## src/design/hte_pkg.sv

```systemverilog
// Shared constants, types and register indexes for the homography transfer error scorer.
// No dependencies.
package hte_pkg;

    localparam int COORD_W    = 32;
    localparam int COEF_W     = 48;
    localparam int ERR_W      = 64;
    localparam int COEF_CNT   = 8;
    localparam int CFG_IDX_W  = 3;
    localparam int COORD_FRAC = 16;
    localparam int COEF_FRAC  = 32;
    localparam int QUOT_W     = 48;
    localparam int MUL_CHUNK  = 24;
    localparam int FWD_W      = 82;
    localparam int ADJ_W      = 98;
    localparam int BWD_W      = 132;
    localparam int DET_W      = 148;
    localparam int ADJ_CNT    = 9;
    localparam int CFG_SETTLE = 8;

    localparam logic [CFG_IDX_W-1:0] CFG_COEF_00 = 3'd0;
    localparam logic [CFG_IDX_W-1:0] CFG_COEF_01 = 3'd1;
    localparam logic [CFG_IDX_W-1:0] CFG_COEF_02 = 3'd2;
    localparam logic [CFG_IDX_W-1:0] CFG_COEF_10 = 3'd3;
    localparam logic [CFG_IDX_W-1:0] CFG_COEF_11 = 3'd4;
    localparam logic [CFG_IDX_W-1:0] CFG_COEF_12 = 3'd5;
    localparam logic [CFG_IDX_W-1:0] CFG_COEF_20 = 3'd6;
    localparam logic [CFG_IDX_W-1:0] CFG_COEF_21 = 3'd7;

    localparam logic signed [COEF_W-1:0] COEF_ONE = COEF_W'(1) <<< COEF_FRAC;
    localparam logic signed [FWD_W-1:0]  FWD_ONE  = FWD_W'(1) <<< (COEF_FRAC + COORD_FRAC);
    localparam bit SYMMETRIC_DEF = 1'b1;

    typedef logic signed [COEF_W-1:0] t_coef;
    typedef logic signed [ADJ_W-1:0]  t_adj;

    typedef struct packed {
        logic signed [COORD_W-1:0] fx;
        logic signed [COORD_W-1:0] fy;
        logic signed [COORD_W-1:0] sx;
        logic signed [COORD_W-1:0] sy;
    } t_pts;

    typedef struct packed {
        logic             valid;
        logic             ok;
        logic [ERR_W-1:0] err;
    } t_xfer_res;

endpackage

```

## src/design/hte_mul.sv

```systemverilog
// Two-stage signed multiplier built from 25x25 partial products, then a registered sum.
// Depends on hte_pkg.
module hte_mul import hte_pkg::*; #(
    parameter int AW = COEF_W,
    parameter int BW = COORD_W
) (
    input  logic                  i_clk,
    input  logic                  i_en,
    input  logic signed [AW-1:0]  i_a,
    input  logic signed [BW-1:0]  i_b,
    output logic signed [AW+BW-1:0] o_p
);
    localparam int CW = MUL_CHUNK;
    localparam int NA = (AW + CW - 1) / CW;
    localparam int NB = (BW + CW - 1) / CW;
    localparam int XA = NA * CW;
    localparam int XB = NB * CW;
    localparam int PW = AW + BW;

    logic signed [XA-1:0]     a_x;
    logic signed [XB-1:0]     b_x;
    logic signed [2*CW+1:0]   r_pp [NA][NB];
    logic signed [PW-1:0]     n_p;
    logic signed [PW-1:0]     r_p;

    assign a_x = XA'(i_a);
    assign b_x = XB'(i_b);

    for (genvar i = 0; i < NA; i++) begin : g_a
        for (genvar j = 0; j < NB; j++) begin : g_b
            logic signed [CW:0] a_c;
            logic signed [CW:0] b_c;
            if (i == NA - 1) begin : g_as
                assign a_c = {a_x[XA-1], a_x[i*CW +: CW]};
            end else begin : g_au
                assign a_c = {1'b0, a_x[i*CW +: CW]};
            end
            if (j == NB - 1) begin : g_bs
                assign b_c = {b_x[XB-1], b_x[j*CW +: CW]};
            end else begin : g_bu
                assign b_c = {1'b0, b_x[j*CW +: CW]};
            end
            always_ff @(posedge i_clk) begin
                if (i_en) begin
                    r_pp[i][j] <= a_c * b_c;
                end
            end
        end
    end

    always_comb begin
        n_p = '0;
        for (int i = 0; i < NA; i++) begin
            for (int j = 0; j < NB; j++) begin
                n_p = n_p + (PW'(r_pp[i][j]) <<< (CW * (i + j)));
            end
        end
    end

    always_ff @(posedge i_clk) begin
        if (i_en) begin
            r_p <= n_p;
        end
    end

    assign o_p = r_p;
endmodule

```

## config.mk

```make
export PLATFORM = sky130hd
export DESIGN_NAME = hte_mul
export DESIGN_NICKNAME = d
export VERILOG_FILES = /design/src/design/hte_pkg.sv /design/src/design/hte_mul.sv
export SDC_FILE = /design/constraint.sdc
export NUM_CORES = 2
export LEC_CHECK = 0
export BUFFER_PORTS_ARGS = -buffer_cell sky130_fd_sc_hd__buf_2
export CAP_MARGIN = 30
export CORE_ASPECT_RATIO = 1.4
export CORE_MARGIN = 1
export CORE_UTILIZATION = 55
export CTS_CLUSTER_SIZE = 10
export DETAILED_ROUTE_END_ITERATION = 10
export GPL_TIMING_DRIVEN = 0
export PLACE_DENSITY = 0.7
export SLEW_MARGIN = 20
export SYNTH_ARGS = -nofsm -noshare
export SYNTH_HDL_FRONTEND = slang
export SYNTH_SLANG_ARGS = --single-unit
export TNS_END_PERCENT = 5
```

## constraint.sdc

```tcl
create_clock -name i_clk -period 12.5 [get_ports i_clk]
set_input_delay 2.5 -clock i_clk [delete_from_list [all_inputs] [get_ports i_clk]]
set_output_delay 2.5 -clock i_clk [all_outputs]
set_load 0.01 [all_outputs]
```

==> qor.txt <==
#FFs+latches synth -> 242
drt drc -> 0
GRT busiest layer -> met2
Hold Path Sink -> o_p[16]
met2 Use GR -> 66.0%
Final Cycle Share -> 91.8%
number of synthesized flops with an enable pin -> 242
RR Startpoint -> r_pp[1][51]
Top cell by count, worst path -> fa_1
global-route wire length before repair -> 339,000 um
Yosys top cell by area -> fa_1
Least-Margin Pin Slew -> 1.17 ns
detailed placer's ending HPWL -> 193,000 um
Synth cell types -> 88
height of the die -> 401 um
Die X -> 287 um
H-tree Lvls -> 1
vias in the first global route -> 51.6k
Nets -> 8,775
asr flop ratio synth -> 0%
Routability Congestion -> 1.08
Cells after Synth -> 6,595
critical path startpoint category -> input port
WHS -> 0.415 ns
Layout Cells excl Fill -> 8,344
Post-synth top flop -> edfxtp_1
crit path DAT -> 11.83 ns
CTS Buffer Depth -> 3
largest net degree at the start of global routing -> 101
Worst Hold Class -> flop to flop
Post-Syn Nets -> 8,547
Final setup viols -> 0
core area -> 113,000 um2
total of warnings raised by yosys -> 0
vias post-DR -> 48.8k
Row Count -> 146
clock skew -> 0.0409 ns
headroom to the max-slew limit -> 21.8%
Peak Freq -> 87.2 MHz
kind of end point of the critical path -> flop
Initial DRC Count -> 4,335
Top-Level Pins -> 162
Synth top area share -> 41.7%
hold buffers post-CTS -> 0
Avg WL per Cell -> 27.8 um
fin crit period -> 11.47 ns
met3 Use GR -> 9.85%
CTS sink cnt -> 242
Congestion Overflow GR -> 0
top-count cell post-synth -> inv_1
WL final -> 232,000 um
Worst R2R Setup Slack -> 7.44 ns
Crit path largest cell delay -> 0.89 ns
drt pass-1 iters -> 6
CTS tree -> yes
Synth area leaders -> fa_1, edfxtp_1, ha_1
HP Start -> r_pp[0][66]
Worst Path Required -> 12.86 ns
CP Max Fanout -> 10
Post-Syn Area per Cell -> 9.50 um2
cts repair resizes -> 0
Area Growth Syn to Fin -> 6.94%
setup TNS -> 0 ns
initial antenna violation count -> 38
IO Port Bufs -> 130
average vias per placed instance -> 5.84
sequential area share after synthesis -> 11.6%
met1 GRT Util -> 47.2%
Placed Cells -> 8,255
Fin. Hold Viols -> 0
Cell Area, Synth -> 62,600 um2
CP Class -> input port to flop
layout cells sized above 1 -> 4.61%
worst reg2reg path depth -> 14
Total GRT Usage -> 41.6%
Worst-Skew Late Latency -> 0.66 ns
RSZ-0062 raised after global routing -> false
DIE AREA -> 115,000 um2
critical path's slowest cell -> clkbuf_1
CTS Buf Count -> 30
post-CTS setup buffer count -> 0
Hold Path Stages -> 0
max-cap violations -> 0
reg-to-reg endpoint -> o_p[79]
status -> finished, final reports clean
Critical Path, Cell by Cell -> clkbuf_1 > clkbuf_1 > nand2_1 > fa_1 > fa_1 > fa_1 > fa_1 > inv_1 > fa_1 > fa_1 > inv_1 > fa_1 > inv_1 > ha_1 > and4_1 > nand3_2 > o22ai_2 > o41ai_4 > a21oi_1 > a21o_1 > a21oi_2 > nor3b_1 > or3_1 > xor2_2
clock root cell -> clkbuf_16
clock slew seen by the registers of the worst setup and hold paths -> 0.06 ns
initial cell density of the core -> 55.4%
ANT nets after route -> 0
Final Max Tran Viols -> 0
Synth top cells by count -> inv_1, fa_1, and2_1
sequential cells by signal, indices dropped and copies added (netlist names):
signal  count
r_pp      162
o_p        80
kinds of logic (layout without fill, tap and decap cells):
family	after synthesis	count (layout)	share of synthesized area, %
simple gates	1902	1902	15.5
fa+ha+maj	1870	1870	53.0
buf+inv	1823	2064	10.9
compound gates	569	569	6.36
flops	242	242	11.6
xor+xnor	189	189	2.64
other cells	0	28	0
per-layer routing:
metal  share of wire, %  wire (um)  up-vias
met3                9.9      23000     1005
met5              0.048        112        -
met2                 46     107000     2724
li1                   -          -    20300
met1                 33      77300    24700
met4                 11      25200       18
area by class of cell:
cell class | count | area, um2
Multi-Input combinational cell | 4530 | 48600
Antenna cell | 28 | 70.1
Fill cell | 10100 | 46100
Inverter | 1495 | 5610
Buffer | 328 | 1260
Timing Repair Buffer | 196 | 1500
Tap cell | 1480 | 1850
Sequential cell | 242 | 7270
Clock buffer | 37 | 777
Clock inverter | 8 | 88.8
how the worst max path moves through the flow:
stage             from  slack, ns           to
3_3_place_gp    i_b[5]       0.06  r_pp[1][85]
3_5_place_dp   i_b[14]       0.62  r_pp[1][85]
6_report        i_b[7]       1.03  r_pp[1][85]
5_1_grt         i_b[7]       1.14  r_pp[1][85]
2_1_floorplan   i_b[3]       3.20  r_pp[0][93]
4_1_cts         i_b[7]       1.33  r_pp[1][85]
worst max-delay path, delay by kind of cell:
family	cells	cell delay (ns)
buffers and inverters	5	1.85
adders and majority gates	8	3.95
and+or+nand+nor	5	1.31
AOI/OAI and AO/OA	5	1.59
xor gates and xnor gates	1	0.60
per-stage QoR:
step | worst slack, ns | instance area (um2) | utilization (%)
floorplan | 3.20 | 62600 | -
global placement | 0.0581 | 65100 | 57.6
detailed placement | 0.624 | 65800 | 58.2
CTS | 1.33 | 66700 | 59.0
global route | 1.14 | 66900 | 59.2
finish | 1.03 | 67000 | 59.2
placed cells by master (no fill, tap or decap), drive strengths merged, types with 10 or more instances in the layout:
cell	n
a31oi	17
o21bai	38
nand3	43
xnor2	133
nand2b	69
and3	16
nand2	770
diode	28
fa	1304
o31ai	13
a211oi	27
nor2	100
nor3	24
edfxtp	242
buf	199
a21oi	178
o21a	28
o211ai	10
and2	792
inv	1495
xor2	56
o21ai	89
clkbuf	362
nor2b	35
ha	566
nand4	20
a21o	99
Power is left out: the tool's default activity adds up to more than one toggle a clock period on the data nets, which glitch-free logic cannot reach.
